### src/hdl/strd_pkg.sv
// shared types, constants and tables for the six-bit tape record deframer
// no dependencies
package strd_pkg;

  localparam int unsigned MAX_BLOCK_BYTES = 3840;
  localparam int unsigned MIN_BLOCK_BYTES = 6;
  localparam int unsigned MARKER_CHARS    = 7;
  localparam int unsigned QUEUE_DEPTH_DEF = 4;

  localparam int unsigned LEN_W   = 12;
  localparam int unsigned LENC_W  = 13;
  localparam int unsigned CHAR_W  = 6;
  localparam int unsigned CNT_W   = 13;
  localparam int unsigned BLK_W   = 16;
  localparam int unsigned MIDX_W  = 4;
  localparam int unsigned QUOT_W  = 10;

  // floor(x/15) for x < 2**14 as (x * RCP15) >> RCP15_SH
  localparam int unsigned RCP15    = 69906;
  localparam int unsigned RCP15_SH = 20;

  // register indexes of the configuration port
  localparam logic REG_BINARY = 1'b0;
  localparam logic REG_CODED  = 1'b1;

  localparam logic KIND_DATA    = 1'b0;
  localparam logic KIND_SUMMARY = 1'b1;

  localparam logic [CHAR_W-1:0] MARKER_TBL [8] = '{
    6'o55, 6'o23, 6'o35, 6'o52, 6'o27, 6'o54, 6'o00, 6'o00
  };

  typedef struct packed {
    logic              kind;
    logic [CHAR_W-1:0] char_value;
    logic              marker_ok;
    logic [CHAR_W-1:0] record_level;
    logic [BLK_W-1:0]  blocks;
  } strd_res_t;

  // all results caused by one byte, cnt of them valid
  typedef struct packed {
    logic [1:0]           cnt;
    strd_res_t [2:0]      res;
  } strd_bundle_t;

endpackage

### src/hdl/strd_if.sv
// channel interfaces: input bytes, results and configuration writes
// depends on strd_pkg
interface strd_in_if import strd_pkg::*; ();
  logic              valid;
  logic              ready;
  logic [7:0]        data_byte;
  logic [LEN_W-1:0]  block_length;
  logic              block_end;
  modport source (output valid, data_byte, block_length, block_end, input ready);
  modport sink (input valid, data_byte, block_length, block_end, output ready);
endinterface

interface strd_out_if import strd_pkg::*; ();
  logic              valid;
  logic              ready;
  logic              result_kind;
  logic [CHAR_W-1:0] char_value;
  logic              marker_ok;
  logic [CHAR_W-1:0] record_level;
  logic [BLK_W-1:0]  blocks_in_record;
  logic              last;
  modport source (output valid, result_kind, char_value, marker_ok, record_level,
                  blocks_in_record, last, input ready);
  modport sink (input valid, result_kind, char_value, marker_ok, record_level,
                blocks_in_record, last, output ready);
endinterface

interface strd_cfg_if import strd_pkg::*; ();
  logic             valid;
  logic             ready;
  logic             index;
  logic [LEN_W-1:0] data;
  modport source (output valid, index, data, input ready);
  modport sink (input valid, index, data, output ready);
endinterface

### src/hdl/strd_front.sv
// front end: length classification, unpacking, marker check and counters
// depends on strd_pkg and strd_if; feeds result bundles to strd_queue
module strd_front import strd_pkg::*; (
  input  logic         clk,
  input  logic         rst_n,
  strd_in_if.sink      in_ch,
  strd_cfg_if.sink     cfg_ch,
  output logic         push,
  output strd_bundle_t push_bundle,
  input  logic         q_full
);

  logic [LEN_W-1:0] bin_len_r, cod_len_r;

  // stage 1 registers
  logic              s1_valid_r;
  logic [7:0]        s1_byte_r;
  logic [LENC_W-1:0] s1_len_r;
  logic              s1_end_r;
  logic              s1_last_r;
  logic [QUOT_W-1:0] s1_quot_r;

  // block and record state
  logic [LEN_W-1:0]  bpos_r, bpos_nxt;
  logic [1:0]        phase_r, phase_nxt;
  logic [CHAR_W-1:0] carry_r, carry_nxt;
  logic [CNT_W-1:0]  cdone_r, cdone_nxt;
  logic [MIDX_W-1:0] midx_r, midx_nxt;
  logic              mmatch_r, mmatch_nxt;
  logic [BLK_W-1:0]  bcnt_r, bcnt_nxt;

  logic              noise;
  logic [LENC_W-1:0] len_c;
  logic [13:0]       len2;
  logic [30:0]       prod;
  logic              consume;
  logic [CNT_W-1:0]  limit;
  strd_bundle_t      bundle;

  assign cfg_ch.ready = 1'b1;
  assign consume      = s1_valid_r && !q_full;
  assign in_ch.ready  = !s1_valid_r || !q_full;

  always_ff @(posedge clk) begin
    if (!rst_n) begin
      bin_len_r <= LEN_W'(3840);
      cod_len_r <= LEN_W'(960);
    end else if (cfg_ch.valid) begin
      case (cfg_ch.index)
        REG_BINARY: bin_len_r <= cfg_ch.data;
        REG_CODED:  cod_len_r <= cfg_ch.data;
        default: ;
      endcase
    end
  end

  // stage 1: drop noise blocks, clamp length, full/last classification, data count quotient
  assign noise = in_ch.block_length < LEN_W'(MIN_BLOCK_BYTES);
  assign len_c = ({1'b0, in_ch.block_length} > LENC_W'(MAX_BLOCK_BYTES)) ?
                 LENC_W'(MAX_BLOCK_BYTES) : {1'b0, in_ch.block_length};
  assign len2  = {len_c, 1'b0};
  assign prod  = 31'(len2) * 31'(RCP15);

  always_ff @(posedge clk) begin
    if (!rst_n) begin
      s1_valid_r <= 1'b0;
    end else if (in_ch.valid && in_ch.ready) begin
      s1_valid_r <= !noise;
    end else if (consume) begin
      s1_valid_r <= 1'b0;
    end
  end

  always_ff @(posedge clk) begin
    if (in_ch.valid && in_ch.ready) begin
      s1_byte_r <= in_ch.data_byte;
      s1_len_r  <= len_c;
      s1_end_r  <= in_ch.block_end;
      s1_last_r <= (len_c != {1'b0, bin_len_r}) && (len_c != {1'b0, cod_len_r});
      s1_quot_r <= prod[RCP15_SH +: QUOT_W];
    end
  end

  assign limit = CNT_W'({s1_quot_r, 3'b000}) + CNT_W'({s1_quot_r, 1'b0});

  // stage 2: state update and result generation
  always_comb begin
    logic [CHAR_W-1:0] chars [2];
    logic [1:0]        nchar;
    logic [1:0]        n;
    strd_res_t         r;
    chars[0]   = '0;
    chars[1]   = '0;
    nchar      = '0;
    n          = '0;
    r          = '0;
    bundle     = '0;
    bpos_nxt   = bpos_r;
    phase_nxt  = phase_r;
    carry_nxt  = carry_r;
    cdone_nxt  = cdone_r;
    midx_nxt   = midx_r;
    mmatch_nxt = mmatch_r;
    bcnt_nxt   = bcnt_r;

    if ({1'b0, bpos_r} < s1_len_r) begin
      case (phase_r)
        2'd0: begin
          chars[0]  = s1_byte_r[7:2];
          nchar     = 2'd1;
          carry_nxt = {s1_byte_r[1:0], 4'b0000};
          phase_nxt = 2'd1;
        end
        2'd1: begin
          chars[0]  = carry_r | {2'b00, s1_byte_r[7:4]};
          nchar     = 2'd1;
          carry_nxt = {s1_byte_r[3:0], 2'b00};
          phase_nxt = 2'd2;
        end
        default: begin
          chars[0]  = carry_r | {4'b0000, s1_byte_r[7:6]};
          chars[1]  = s1_byte_r[5:0];
          nchar     = 2'd2;
          carry_nxt = '0;
          phase_nxt = 2'd0;
        end
      endcase
    end

    for (int j = 0; j < 2; j++) begin
      if (2'(j) < nchar) begin
        if (cdone_nxt < limit) begin
          r              = '0;
          r.kind         = KIND_DATA;
          r.char_value   = chars[j];
          bundle.res[n]  = r;
          n              = n + 2'd1;
          cdone_nxt      = cdone_nxt + CNT_W'(1);
        end else if (s1_last_r && midx_nxt <= MIDX_W'(MARKER_CHARS)) begin
          if (midx_nxt < MIDX_W'(MARKER_CHARS)) begin
            if (chars[j] != MARKER_TBL[midx_nxt[2:0]]) mmatch_nxt = 1'b0;
            midx_nxt = midx_nxt + MIDX_W'(1);
          end else begin
            r              = '0;
            r.kind         = KIND_SUMMARY;
            r.marker_ok    = mmatch_nxt;
            r.record_level = mmatch_nxt ? chars[j] : '0;
            r.blocks       = (bcnt_nxt != '1) ? bcnt_nxt + BLK_W'(1) : bcnt_nxt;
            bundle.res[n]  = r;
            n              = n + 2'd1;
            bcnt_nxt       = '0;
            midx_nxt       = MIDX_W'(MARKER_CHARS + 1);
          end
        end
      end
    end

    if (bpos_r != '1) bpos_nxt = bpos_r + LEN_W'(1);

    if (s1_end_r) begin
      if (s1_last_r) begin
        if (midx_nxt <= MIDX_W'(MARKER_CHARS)) begin
          // block ran out before marker and level were complete
          r             = '0;
          r.kind        = KIND_SUMMARY;
          r.blocks      = (bcnt_nxt != '1) ? bcnt_nxt + BLK_W'(1) : bcnt_nxt;
          bundle.res[n] = r;
          n             = n + 2'd1;
          bcnt_nxt      = '0;
        end
      end else if (bcnt_nxt != '1) begin
        bcnt_nxt = bcnt_nxt + BLK_W'(1);
      end
      bpos_nxt   = '0;
      phase_nxt  = '0;
      carry_nxt  = '0;
      cdone_nxt  = '0;
      midx_nxt   = '0;
      mmatch_nxt = 1'b1;
    end
    bundle.cnt = n;
  end

  always_ff @(posedge clk) begin
    if (!rst_n) begin
      bpos_r   <= '0;
      phase_r  <= '0;
      carry_r  <= '0;
      cdone_r  <= '0;
      midx_r   <= '0;
      mmatch_r <= 1'b1;
      bcnt_r   <= '0;
    end else if (consume) begin
      bpos_r   <= bpos_nxt;
      phase_r  <= phase_nxt;
      carry_r  <= carry_nxt;
      cdone_r  <= cdone_nxt;
      midx_r   <= midx_nxt;
      mmatch_r <= mmatch_nxt;
      bcnt_r   <= bcnt_nxt;
    end
  end

  assign push        = consume && (bundle.cnt != 2'd0);
  assign push_bundle = bundle;

endmodule

### src/hdl/strd_queue.sv
// small fifo of result bundles between front and back end
// depends on strd_pkg
module strd_queue import strd_pkg::*; #(
  parameter int unsigned DEPTH = QUEUE_DEPTH_DEF
) (
  input  logic         clk,
  input  logic         rst_n,
  input  logic         push,
  input  strd_bundle_t push_bundle,
  output logic         full,
  input  logic         pop,
  output logic         not_empty,
  output strd_bundle_t pop_bundle
);

  localparam int unsigned PTR_W  = (DEPTH > 1) ? $clog2(DEPTH) : 1;
  localparam int unsigned FILL_W = $clog2(DEPTH + 1);

  strd_bundle_t      mem_r [DEPTH];
  logic [PTR_W-1:0]  wr_ptr_r, rd_ptr_r;
  logic [FILL_W-1:0] fill_r;
  logic              do_push, do_pop;

  assign full       = fill_r == FILL_W'(DEPTH);
  assign not_empty  = fill_r != '0;
  assign do_push    = push && !full;
  assign do_pop     = pop && not_empty;
  assign pop_bundle = mem_r[rd_ptr_r];

  always_ff @(posedge clk) begin
    if (do_push) mem_r[wr_ptr_r] <= push_bundle;
  end

  always_ff @(posedge clk) begin
    if (!rst_n) begin
      wr_ptr_r <= '0;
      rd_ptr_r <= '0;
      fill_r   <= '0;
    end else begin
      if (do_push) begin
        wr_ptr_r <= (wr_ptr_r == PTR_W'(DEPTH - 1)) ? '0 : wr_ptr_r + PTR_W'(1);
      end
      if (do_pop) begin
        rd_ptr_r <= (rd_ptr_r == PTR_W'(DEPTH - 1)) ? '0 : rd_ptr_r + PTR_W'(1);
      end
      case ({do_push, do_pop})
        2'b10:   fill_r <= fill_r + FILL_W'(1);
        2'b01:   fill_r <= fill_r - FILL_W'(1);
        default: ;
      endcase
    end
  end

endmodule

### src/hdl/strd_back.sv
// back end: holds one bundle and, while out_ch.ready is high, hands its results out one per cycle
// depends on strd_pkg and strd_if; drains strd_queue
module strd_back import strd_pkg::*; (
  input  logic         clk,
  input  logic         rst_n,
  input  logic         not_empty,
  input  strd_bundle_t pop_bundle,
  output logic         pop,
  strd_out_if.source   out_ch
);

  strd_bundle_t cur_r;
  logic         cur_valid_r;
  logic [1:0]   idx_r;
  logic         at_end;
  strd_res_t    sel;

  assign at_end = idx_r == (cur_r.cnt - 2'd1);
  assign pop    = not_empty && (!cur_valid_r || (out_ch.ready && at_end));

  always_comb begin
    case (idx_r)
      2'd0:    sel = cur_r.res[0];
      2'd1:    sel = cur_r.res[1];
      default: sel = cur_r.res[2];
    endcase
  end

  always_ff @(posedge clk) begin
    if (!rst_n) begin
      cur_valid_r <= 1'b0;
      idx_r       <= '0;
    end else if (pop) begin
      cur_valid_r <= 1'b1;
      idx_r       <= '0;
    end else if (cur_valid_r && out_ch.ready) begin
      if (at_end) begin
        cur_valid_r <= 1'b0;
      end else begin
        idx_r <= idx_r + 2'd1;
      end
    end
  end

  always_ff @(posedge clk) begin
    if (pop) cur_r <= pop_bundle;
  end

  assign out_ch.valid            = cur_valid_r;
  assign out_ch.result_kind      = sel.kind;
  assign out_ch.char_value       = sel.char_value;
  assign out_ch.marker_ok        = sel.marker_ok;
  assign out_ch.record_level     = sel.record_level;
  assign out_ch.blocks_in_record = sel.blocks;
  assign out_ch.last             = at_end;

endmodule

### src/hdl/sixbit_tape_record_deframer.sv
// top level of the six-bit tape record deframer
// depends on strd_pkg, strd_if, strd_front, strd_queue and strd_back
//
// usage:
//   in_ch   takes one tape byte per item with its block length tag and an end
//           mark on the block's final byte; ready is high whenever the front
//           stage is empty or the bundle queue has room
//   out_ch  gives data characters and record-end summaries; last marks the
//           final result caused by one input byte
//   cfg_ch  writes the binary (index 0) and coded (index 1) full block lengths;
//           always ready, write only while the block is idle
// path: stage 1 registers, then the bundle queue, then the output stage register
// throughput: one byte per cycle while each byte yields at most one result and
//   out_ch.ready is high; the output side hands out one result per cycle, so the
//   extra results of a byte that completes a group (two characters) or closes a
//   record are absorbed by the bundle queue
// reset (rst_n low, synchronous): lengths go to 3840 and 960, block and record
//   state clear, queue and output stage empty
// stall: with out_ch.ready low the output stage holds, the queue fills, and
//   then in_ch.ready drops; nothing is lost or repeated
module sixbit_tape_record_deframer import strd_pkg::*; #(
  parameter int unsigned QUEUE_DEPTH = QUEUE_DEPTH_DEF
) (
  input  logic        clk,
  input  logic        rst_n,
  strd_in_if.sink     in_ch,
  strd_out_if.source  out_ch,
  strd_cfg_if.sink    cfg_ch
);

  // front to queue
  logic         push;
  strd_bundle_t push_bundle;
  logic         q_full;

  // queue to back
  logic         pop;
  logic         not_empty;
  strd_bundle_t pop_bundle;

  // classification, unpacking, marker compare and block counting
  strd_front u_front (
    .clk         (clk),
    .rst_n       (rst_n),
    .in_ch       (in_ch),
    .cfg_ch      (cfg_ch),
    .push        (push),
    .push_bundle (push_bundle),
    .q_full      (q_full)
  );

  // decouples byte intake from result delivery
  strd_queue #(
    .DEPTH (QUEUE_DEPTH)
  ) u_queue (
    .clk         (clk),
    .rst_n       (rst_n),
    .push        (push),
    .push_bundle (push_bundle),
    .full        (q_full),
    .pop         (pop),
    .not_empty   (not_empty),
    .pop_bundle  (pop_bundle)
  );

  // serializes each bundle onto the result channel
  strd_back u_back (
    .clk        (clk),
    .rst_n      (rst_n),
    .not_empty  (not_empty),
    .pop_bundle (pop_bundle),
    .pop        (pop),
    .out_ch     (out_ch)
  );

endmodule
### src/flat_wrapper.sv
// flat-port wrapper written by rule: the top's interface ports become plain ports
module sixbit_tape_record_deframer_flat import strd_pkg::*;
#(
  parameter int unsigned QUEUE_DEPTH = QUEUE_DEPTH_DEF
)
  (clk, rst_n, in_ch_valid, in_ch_data_byte, in_ch_block_length, in_ch_block_end, in_ch_ready, out_ch_valid, out_ch_result_kind, out_ch_char_value, out_ch_marker_ok, out_ch_record_level, out_ch_blocks_in_record, out_ch_last, out_ch_ready, cfg_ch_valid, cfg_ch_index, cfg_ch_data, cfg_ch_ready);
  strd_in_if in_ch_i ();
  strd_out_if out_ch_i ();
  strd_cfg_if cfg_ch_i ();
  input  logic clk;
  input  logic rst_n;
  input wire logic [$bits(in_ch_i.valid)-1:0] in_ch_valid;
  input wire logic [$bits(in_ch_i.data_byte)-1:0] in_ch_data_byte;
  input wire logic [$bits(in_ch_i.block_length)-1:0] in_ch_block_length;
  input wire logic [$bits(in_ch_i.block_end)-1:0] in_ch_block_end;
  output wire logic [$bits(in_ch_i.ready)-1:0] in_ch_ready;
  output wire logic [$bits(out_ch_i.valid)-1:0] out_ch_valid;
  output wire logic [$bits(out_ch_i.result_kind)-1:0] out_ch_result_kind;
  output wire logic [$bits(out_ch_i.char_value)-1:0] out_ch_char_value;
  output wire logic [$bits(out_ch_i.marker_ok)-1:0] out_ch_marker_ok;
  output wire logic [$bits(out_ch_i.record_level)-1:0] out_ch_record_level;
  output wire logic [$bits(out_ch_i.blocks_in_record)-1:0] out_ch_blocks_in_record;
  output wire logic [$bits(out_ch_i.last)-1:0] out_ch_last;
  input wire logic [$bits(out_ch_i.ready)-1:0] out_ch_ready;
  input wire logic [$bits(cfg_ch_i.valid)-1:0] cfg_ch_valid;
  input wire logic [$bits(cfg_ch_i.index)-1:0] cfg_ch_index;
  input wire logic [$bits(cfg_ch_i.data)-1:0] cfg_ch_data;
  output wire logic [$bits(cfg_ch_i.ready)-1:0] cfg_ch_ready;
  assign in_ch_i.valid = in_ch_valid;
  assign in_ch_i.data_byte = in_ch_data_byte;
  assign in_ch_i.block_length = in_ch_block_length;
  assign in_ch_i.block_end = in_ch_block_end;
  assign in_ch_ready = in_ch_i.ready;
  assign out_ch_valid = out_ch_i.valid;
  assign out_ch_result_kind = out_ch_i.result_kind;
  assign out_ch_char_value = out_ch_i.char_value;
  assign out_ch_marker_ok = out_ch_i.marker_ok;
  assign out_ch_record_level = out_ch_i.record_level;
  assign out_ch_blocks_in_record = out_ch_i.blocks_in_record;
  assign out_ch_last = out_ch_i.last;
  assign out_ch_i.ready = out_ch_ready;
  assign cfg_ch_i.valid = cfg_ch_valid;
  assign cfg_ch_i.index = cfg_ch_index;
  assign cfg_ch_i.data = cfg_ch_data;
  assign cfg_ch_ready = cfg_ch_i.ready;
  sixbit_tape_record_deframer #(.QUEUE_DEPTH(QUEUE_DEPTH)) u_core (.clk(clk), .rst_n(rst_n), .in_ch(in_ch_i), .out_ch(out_ch_i), .cfg_ch(cfg_ch_i));
endmodule
### config.mk
export PLATFORM = sky130hd
export DESIGN_NAME = sixbit_tape_record_deframer_flat
export DESIGN_NICKNAME = d
export VERILOG_FILES = /design/src/hdl/strd_pkg.sv /design/src/hdl/strd_if.sv /design/src/hdl/strd_front.sv /design/src/hdl/strd_queue.sv /design/src/hdl/strd_back.sv /design/src/hdl/sixbit_tape_record_deframer.sv /design/src/flat_wrapper.sv
export SDC_FILE = /design/constraint.sdc
export NUM_CORES = 1
export LEC_CHECK = 0
export BUFFER_PORTS_ARGS = -buffer_cell sky130_fd_sc_hd__buf_2
export CORE_MARGIN = 1
export CORE_UTILIZATION = 39
export CTS_CLUSTER_SIZE = 14
export DETAILED_ROUTE_END_ITERATION = 8
export PLACE_DENSITY = 0.53
export SLEW_MARGIN = 25
export SYNTH_ARGS = -nofsm -noshare
export SYNTH_HDL_FRONTEND = slang
export SYNTH_HIERARCHICAL = 1
export SYNTH_SLANG_ARGS = --single-unit
### constraint.sdc
create_clock -name clk -period 10.9 [get_ports clk]
set_input_delay 0.545 -clock clk [delete_from_list [all_inputs] [get_ports clk]]
set_output_delay 0.545 -clock clk [all_outputs]
set_load 0.03 [all_outputs]
# [Yosys cells after proc, flatten, opt, wreduce, memory -nomap -nowiden]
# Memories as Yosys holds them, arrays and structs flattened. A register that Yosys moved wholly into a read port is not among the register bits.
# Index checks and enable logic that the tools add are counted.
# Widths: inputs -> output; s select.
[totals] ff_bits=122 latch_bits=0 ram_bits=368 romBits=96 in_bits=39 out_inout_bits=34 word_cells=218 mem_count=3
[op_classes] n_addsub=17 multipliers=1 div=0 magnitude_cmp=18 n_eq_ne=16 shift=0 muxes=99 bitwise=7 reduce_logical=37
[memory_table] name="u_core.u_queue.mem_r" words=4 width=92 read_ports=1 rd_clocked_by_memory_dff=1 wr=1 line="strd_queue.sv:19" text="strd_bundle_t mem_r [DEPTH];"
[memory_table] name="(name not given)" words=8 width=6 read_ports=1 rd_clocked_by_memory_dff=0 wr=0 line="strd_front.sv:141" text="if (chars[j] != MARKER_TBL[midx_nxt[2:0]]) mmatch_nxt = 1'b0;"
[memory_table] name="(name not given)" words=8 width=6 read_ports=1 rd_clocked_by_memory_dff=0 wr=0 line="strd_front.sv:141"
[op_table] operator="$mux 90" count=7
[op_table] operator="$bwmux 90" count=3
[op_table] operator="$mux 16" count=14
[op_table] operator="$mux 30" count=6
[op_table] operator="$demux 30 s2" count=2
[op_table] operator="$mux 13" count=5
[op_table] operator="$pmux 30 s2" count=1
[op_table] operator="$mux 6" count=9
[op_table] operator="$add 16x1->16 const B" count=3
[op_table] operator="$mux 12" count=4
[op_table] operator="$ne 16x16->1 const B" count=3
[op_table] operator="$mux 4" count=9
[op_table] operator="$mul 12x16->28 const B" count=1
[op_table] operator="$add 13x1->13 const B" count=2
[op_table] operator="$lt 13x13->1" count=2
[op_table] operator="$mux 2" count=13
[op_table] operator="$ne 12x12->1" count=2
[op_table] operator="$pmux 6 s2" count=2
[op_table] operator="$mux 1" count=22
[op_table] operator="$reduce_bool 2->1" count=7
[op_table] operator="$add 13x11->13" count=1
[op_table] operator="$logic_and 1x1->1" count=13
[op_table] operator="$lt 12x13->1" count=1
[op_table] operator="$add 12x1->12 const B" count=1
[op_table] operator="31 further kinds" count=62

# [Longest topological paths before layout]
[logic_depth] ltp_word=20 ltp_mapped=39 ltp_nobuf=37

# [Cells and area by module]
# The synthesis kept the hierarchy.
[modules_own_cells] mod="strd_queue" instances=1 cells_per_inst=536 area_each_um2=13765.7 seq_area_each_um2=11230.8
[modules_own_cells] mod="strd_front" instances=1 cells_per_inst=1309 area_each_um2=10562.6 seq_area_each_um2=2502.4
[modules_own_cells] mod="strd_back" instances=1 cells_per_inst=218 area_each_um2=3467.1 seq_area_each_um2=2822.7

# [Worst setup path before layout]
# Ideal clock, no wire load.
[synth_path] kind="flip-flop to flip-flop" start="register u_core.u_front.s1_quot_r[3]" end="memory u_core/u_queue/mem_r[1][0] (netlist bit), enable pin" setup_ps=461 arrival_time_ps=8901 t_required_ps=10439 slack_ps=1538 path_stages_with_launch=33 path_buffers=2 synth_period_minus_slack_ps=9362 cell_sequence="edfxtp_1 -> ha_1 -> a21o_1 -> a21oi_1 -> o21bai_1 -> a21oi_1 -> o21bai_1 -> a21oi_1 -> xor2_1 -> ha_1 -> and3_1 -> o211ai_1 -> o221ai_2 -> o311a_4 -> or3_1 -> buf_2 -> nor3_2 -> and3_1 -> xor2_1 -> ha_1 -> nor2b_1 -> o311a_1 -> a211oi_1 -> and3_1 -> nand3_2 -> nor3_2 -> and2_2 -> nor2_2 -> ha_1 -> a311oi_2 -> nor2b_1 -> clkbuf_1 -> and2_1"
[synth_via] elab_chain_cells=18 elab_cells_between_ends=32 cone_classes="add/sub (4); order compare (5); mux (19); reduce/logical (4)"
[synth_lines] item="start: declaration" line="strd_front.sv:21" text="logic [QUOT_W-1:0] s1_quot_r;"
[synth_lines] item="start signal: assignment" line="strd_front.sv:80" text="s1_quot_r <= prod[RCP15_SH +: QUOT_W];"
[synth_lines] item="$add 13x11->13 (*)" line="strd_front.sv:84" text="assign limit = CNT_W'({s1_quot_r, 3'b000}) + CNT_W'({s1_quot_r, 1'b0});"
[synth_lines] item="$lt 13x13->1" line="strd_front.sv:132" text="if (cdone_nxt < limit) begin"
[synth_lines] item="$mux 4 or $mux 1 (tied branches)" line="strd_front.sv:132"
[synth_lines] item="$mux 4 or $mux 1 (tied branches)" line="strd_front.sv:131" text="if (2'(j) < nchar) begin"
[synth_lines] item="$add 4x1->4, or another cell as far along" line="strd_front.sv:142" text="midx_nxt = midx_nxt + MIDX_W'(1);"
[synth_lines] item="$mux 4, or another cell as far along" line="strd_front.sv:140" text="if (midx_nxt < MIDX_W'(MARKER_CHARS)) begin"
[synth_lines] item="$mux 4 or $mux 2 (tied branches)" line="strd_front.sv:139" text="end else if (s1_last_r && midx_nxt <= MIDX_W'(MARKER_CHARS)) begin"
[synth_lines] item="$mux 4 or $mux 2 (tied branches)" line="strd_front.sv:132"
[synth_lines] item="[3 not listed]"
[synth_lines] item="$mux 2" line="strd_front.sv:161" text="if (s1_last_r) begin"
[synth_lines] item="$mux 2 (*)" line="strd_front.sv:160" text="if (s1_end_r) begin"
[synth_lines] item="$reduce_bool 2->1 (*)" line="strd_front.sv:204" text="assign push = consume && (bundle.cnt != 2'd0);"
[synth_lines] item="$logic_and 1x1->1 (*)" line="strd_front.sv:204"
[synth_lines] item="named net u_core.push" line="sixbit_tape_record_deframer.sv:32" text="logic push;"
[synth_lines] item="$logic_and 1x1->1 (*)" line="strd_queue.sv:26" text="assign do_push = push && !full;"
[synth_lines] item="$mux 1 (*)" line="strd_queue.sv:31" text="if (do_push) mem_r[wr_ptr_r] <= push_bundle;"
[synth_lines] item="$mux 1 (implied by the code) (*)" line="strd_queue.sv:31"
[synth_lines] item="end: declaration" line="strd_queue.sv:19"
# Mark *: on every way through the listed nets, which the timed path passes. The rest lies on a longest branch.

==> metrics.yaml <==
result_of_the_run: "finished clean"
floorplan.initialDensity_pct: 39.6
power.ir.vdd_worst_mv: 0.129
power.density_cell_area_mw_per_mm2: 196
critical_path_class: "flip-flop to flip-flop"
critical-path-slowest-cell: "sky130_fd_sc_hd__or3_1"
synth_compound_area_share_pct: 9.38
synthesis.yosys.warnings: 6
detailed_place_hpwl_um: 44300
p_seq_share_pct: 45.4
netlist_top_cells_count: "492 x sky130_fd_sc_hd__edfxtp_1, 223 x sky130_fd_sc_hd__nand2_1, 115 x sky130_fd_sc_hd__ha_1"
unrepaired_setup_endpoints_after_global_routing: "no"
final_net_count: 2303
worst_r2r_startpoint: "u_core/u_front/s1_quot_r[3]"
overall_die_width_um: 269
grt_remaining_overflow: 0
synth-edff-count: 492
path_max_fanout: 15
synthesis.area_per_instance_um2: 13.5
cell_count_after_placement: 3004
route.final.wire_length_um: 67700
worstHoldPathType: "input pin to flip-flop"
internal-power_w: 0.00441
dp_worst_setup_slack_ns: 1.44
firstDrtPassIters: 5
worst_ep_required_time_ns: 11.26
synthCells: 2063
grt_pass1_wl_um: 104000
synth_simple_gate_area_share_pct: 9.80
p_leak_nw: 10.9
period_needed_ns: 9.60
post_synth_adder_cell_area_pct: 6.33
switching_share_pct: 28.3
timing.final.max_slew_violations: 0
area_growth_pct: 12.5
post_synth_num_cell_types: 105
setup-tns-final_ns: 0
max_slew_margin_pct: 28.0
final_non_filler_cells: 3125
cts.repair_timing.setup_buffer_count: 0
post_synth_design_cell_area_mm2: 0.0278
floorplan.die.height_um: 269
netlist.area_leader.share_pct: 53.2
clockPowerShare_pct: 36.2
std_cell_rows: 97
buffers_on_ports: 71
first_global_vias: 17600
die_area_mm2: 0.0723
ioPinCount: 73
worstPathArrival_ns: 9.95
yosys_register_bits: 581
synth.most_common_cell: "sky130_fd_sc_hd__edfxtp_1"
synth-main-ff-cell: "sky130_fd_sc_hd__edfxtp_1"
cts_tree: "done"
postLayoutCoreUtil_pct: 44.5
cts.clk_slew.worst_paths_ns: 0.06
cap_viol_max_count: 0
cts.sink_count: 581
cts_root_buf: "sky130_fd_sc_hd__clkbuf_16"
grt_antenna_before_repair: 0
worst_setup_ep_type: "flip-flop"
n_antenna_cell: 0
postLayoutSetupSlackWorst_ns: 1.30
max_stage_delay_ns: 0.62
ys_async_sr_fraction_pct: 0
timing.critical_path.from_type: "flip-flop"
combPwrFrac_pct: 18.4
post-route-period-util_pct: 88.0
all_layer_gr_usage_pct: 19.1
timing.clock.skew_ns: 0.0220
dominant_combinational_cell_family_by_area_after_synthesis: "simple AND/OR/NAND/NOR gates"
power.total_w: 0.00615
clock_tree.htree_level_count: 3
worst_path_most_repeated_cell: "sky130_fd_sc_hd__ha_1"
final-setup-viol-count: 0
critical_path.startpoint: "u_core/u_front/s1_quot_r[3]"
power_switching_w: 0.00174
max_freq_ghz: 0.104
ys_seq_area_share_pct: 59.6
yosysTopAreaCell: "sky130_fd_sc_hd__edfxtp_1"
synth-xor-area-share_pct: 3.08
cts.path.max_buffers: 3
route.vias.total: 17000
timing_hold_violations_final: 0
dr.first_iter.drc_count: 1119
post_synth_mux_area_share_pct: 8.22
yosys-top-cells-area: "sky130_fd_sc_hd__edfxtp_1 53%, sky130_fd_sc_hd__mux4_2 7.5%, sky130_fd_sc_hd__dfxtp_1 6.4%"
tritoncts.num_buffers: 67
clock_insertion_delay_worst_skew_ns: 0.61
gp_congestion: 0.877
post_cts_resize_count: 0
core_area_mm2: 0.0703
cts_hold_buffers: 0
max_slew.worst_pin.slew_ns: 1.08
avgRoutedWirePerCell_um: 21.7
min-delay-start: "in_ch_data_byte[4]"
grt_max_degree: 55
remaining_drc_errors: 0
detail-route-antenna-nets: 0
drive_gt1_share_pct: 16.8
detail_route.vias_per_cell: 5.45
worst paths after layout:
path | end | slack, ns | depth (start not counted)
min | u_core/u_front/s1_byte_r[4] | 0.12 | 1
max reg2reg | u_core/u_queue/mem_r[1][41] | 1.30 | 35
min reg2reg | u_core/u_front/bin_len_r[3] | 0.47 | 2
max | u_core/u_queue/mem_r[1][41] | 1.30 | 35
state kept, by name, summed over array words and instances (netlist names), 4 cells and up, named ones only:
| signal | count |
|---|---|
| u_core/u_front/bin_len_r | 12 |
| u_core/u_front/bcnt_r | 16 |
| u_core/u_front/cod_len_r | 12 |
| u_core/u_back/cur_r | 92 |
| u_core/u_front/cdone_r | 13 |
| u_core/u_front/carry_r | 4 |
| u_core/u_front/s1_quot_r | 10 |
| u_core/u_front/s1_len_r | 12 |
| u_core/u_front/bpos_r | 12 |
| u_core/u_queue/mem_r | 368 |
| u_core/u_front/midx_r | 4 |
| u_core/u_front/s1_byte_r | 8 |
logic make-up after synthesis:
logic type               Yosys count
flip-flops                       581
XOR/XNOR                          97
AND/OR/NAND/NOR                  565
adder cells (fa/ha/maj)          131
buffers and inverters            221
multiplexers                     112
AO/OA/AOI/OAI                    354
other                              2
metrics by stage:
| step | area [µm²] | hold slack (ns) |
|---|---|---|
| 3_5_place_dp | 29100 | 0.462 |
| 5_1_grt | 31300 | 0.0939 |
| 6_report | 31300 | 0.120 |
| 2_1_floorplan | 27800 | 0.442 |
| 3_3_place_gp | 29100 | 0.457 |
| 4_1_cts | 31300 | 0.0874 |
power by group through the flow:
stage | sequential, W | combinational (W) | clock, W
after global routing | 0.00281 | 0.00125 | 0.00237
after global placement | 0.00283 | 0.00114 | 0
after CTS | 0.00279 | 0.00116 | 0.00228
final | 0.00279 | 0.00113 | 0.00223
after detailed placement | 0.00284 | 0.00116 | 0
after floorplan | 0.00283 | 0.000837 | 0
worst max-delay path: cells and delay by family, from the launching register on:
kind | cells | cell delay (ns)
fa+ha+maj | 4 | 1.27
flops | 1 | 0.41
xor+xnor | 2 | 0.47
simple gates | 14 | 3.62
compound gates | 15 | 3.55
area by class of cell:
| type | instances | area [µm²] |
|---|---|---|
| Clock buffer | 86 | 1820 |
| Clock inverter | 35 | 378 |
| Fill cell | 6337 | 39000 |
| Inverter | 115 | 432 |
| Multi-Input combinational cell | 1273 | 10300 |
| Sequential cell | 581 | 16600 |
| Tap cell | 940 | 1180 |
| Timing Repair Buffer | 95 | 586 |
metal layers:
| metal | GRT usage (%) | vias up | share of wire (%) |
|---|---|---|---|
| li1 | - | 7936 | - |
| met1 | 25.1 | 8614 | 44 |
| met2 | 32.5 | 373 | 49 |
| met3 | 3.36 | 118 | 4.4 |
| met4 | 5.61 | 0 | 2.4 |
| met5 | 0 | - | 0 |
layout by cell type, fill, tap and decap left out, types with 54 or more instances in the layout:
cell type | synthesis | routed
sky130_fd_sc_hd__inv_1 | 114 | 114
sky130_fd_sc_hd__o21ai_0 | 64 | 64
sky130_fd_sc_hd__nand3_1 | 54 | 54
sky130_fd_sc_hd__edfxtp_1 | 492 | 492
sky130_fd_sc_hd__dfxtp_1 | 89 | 87
sky130_fd_sc_hd__a21oi_1 | 64 | 63
sky130_fd_sc_hd__nand2_1 | 223 | 223
sky130_fd_sc_hd__buf_2 | 17 | 71
sky130_fd_sc_hd__xnor2_1 | 63 | 63
sky130_fd_sc_hd__mux4_2 | 92 | 92
sky130_fd_sc_hd__nor2_1 | 114 | 113
sky130_fd_sc_hd__clkbuf_16 | 0 | 69
sky130_fd_sc_hd__ha_1 | 115 | 115
Power figures use the tool's default switching activity.
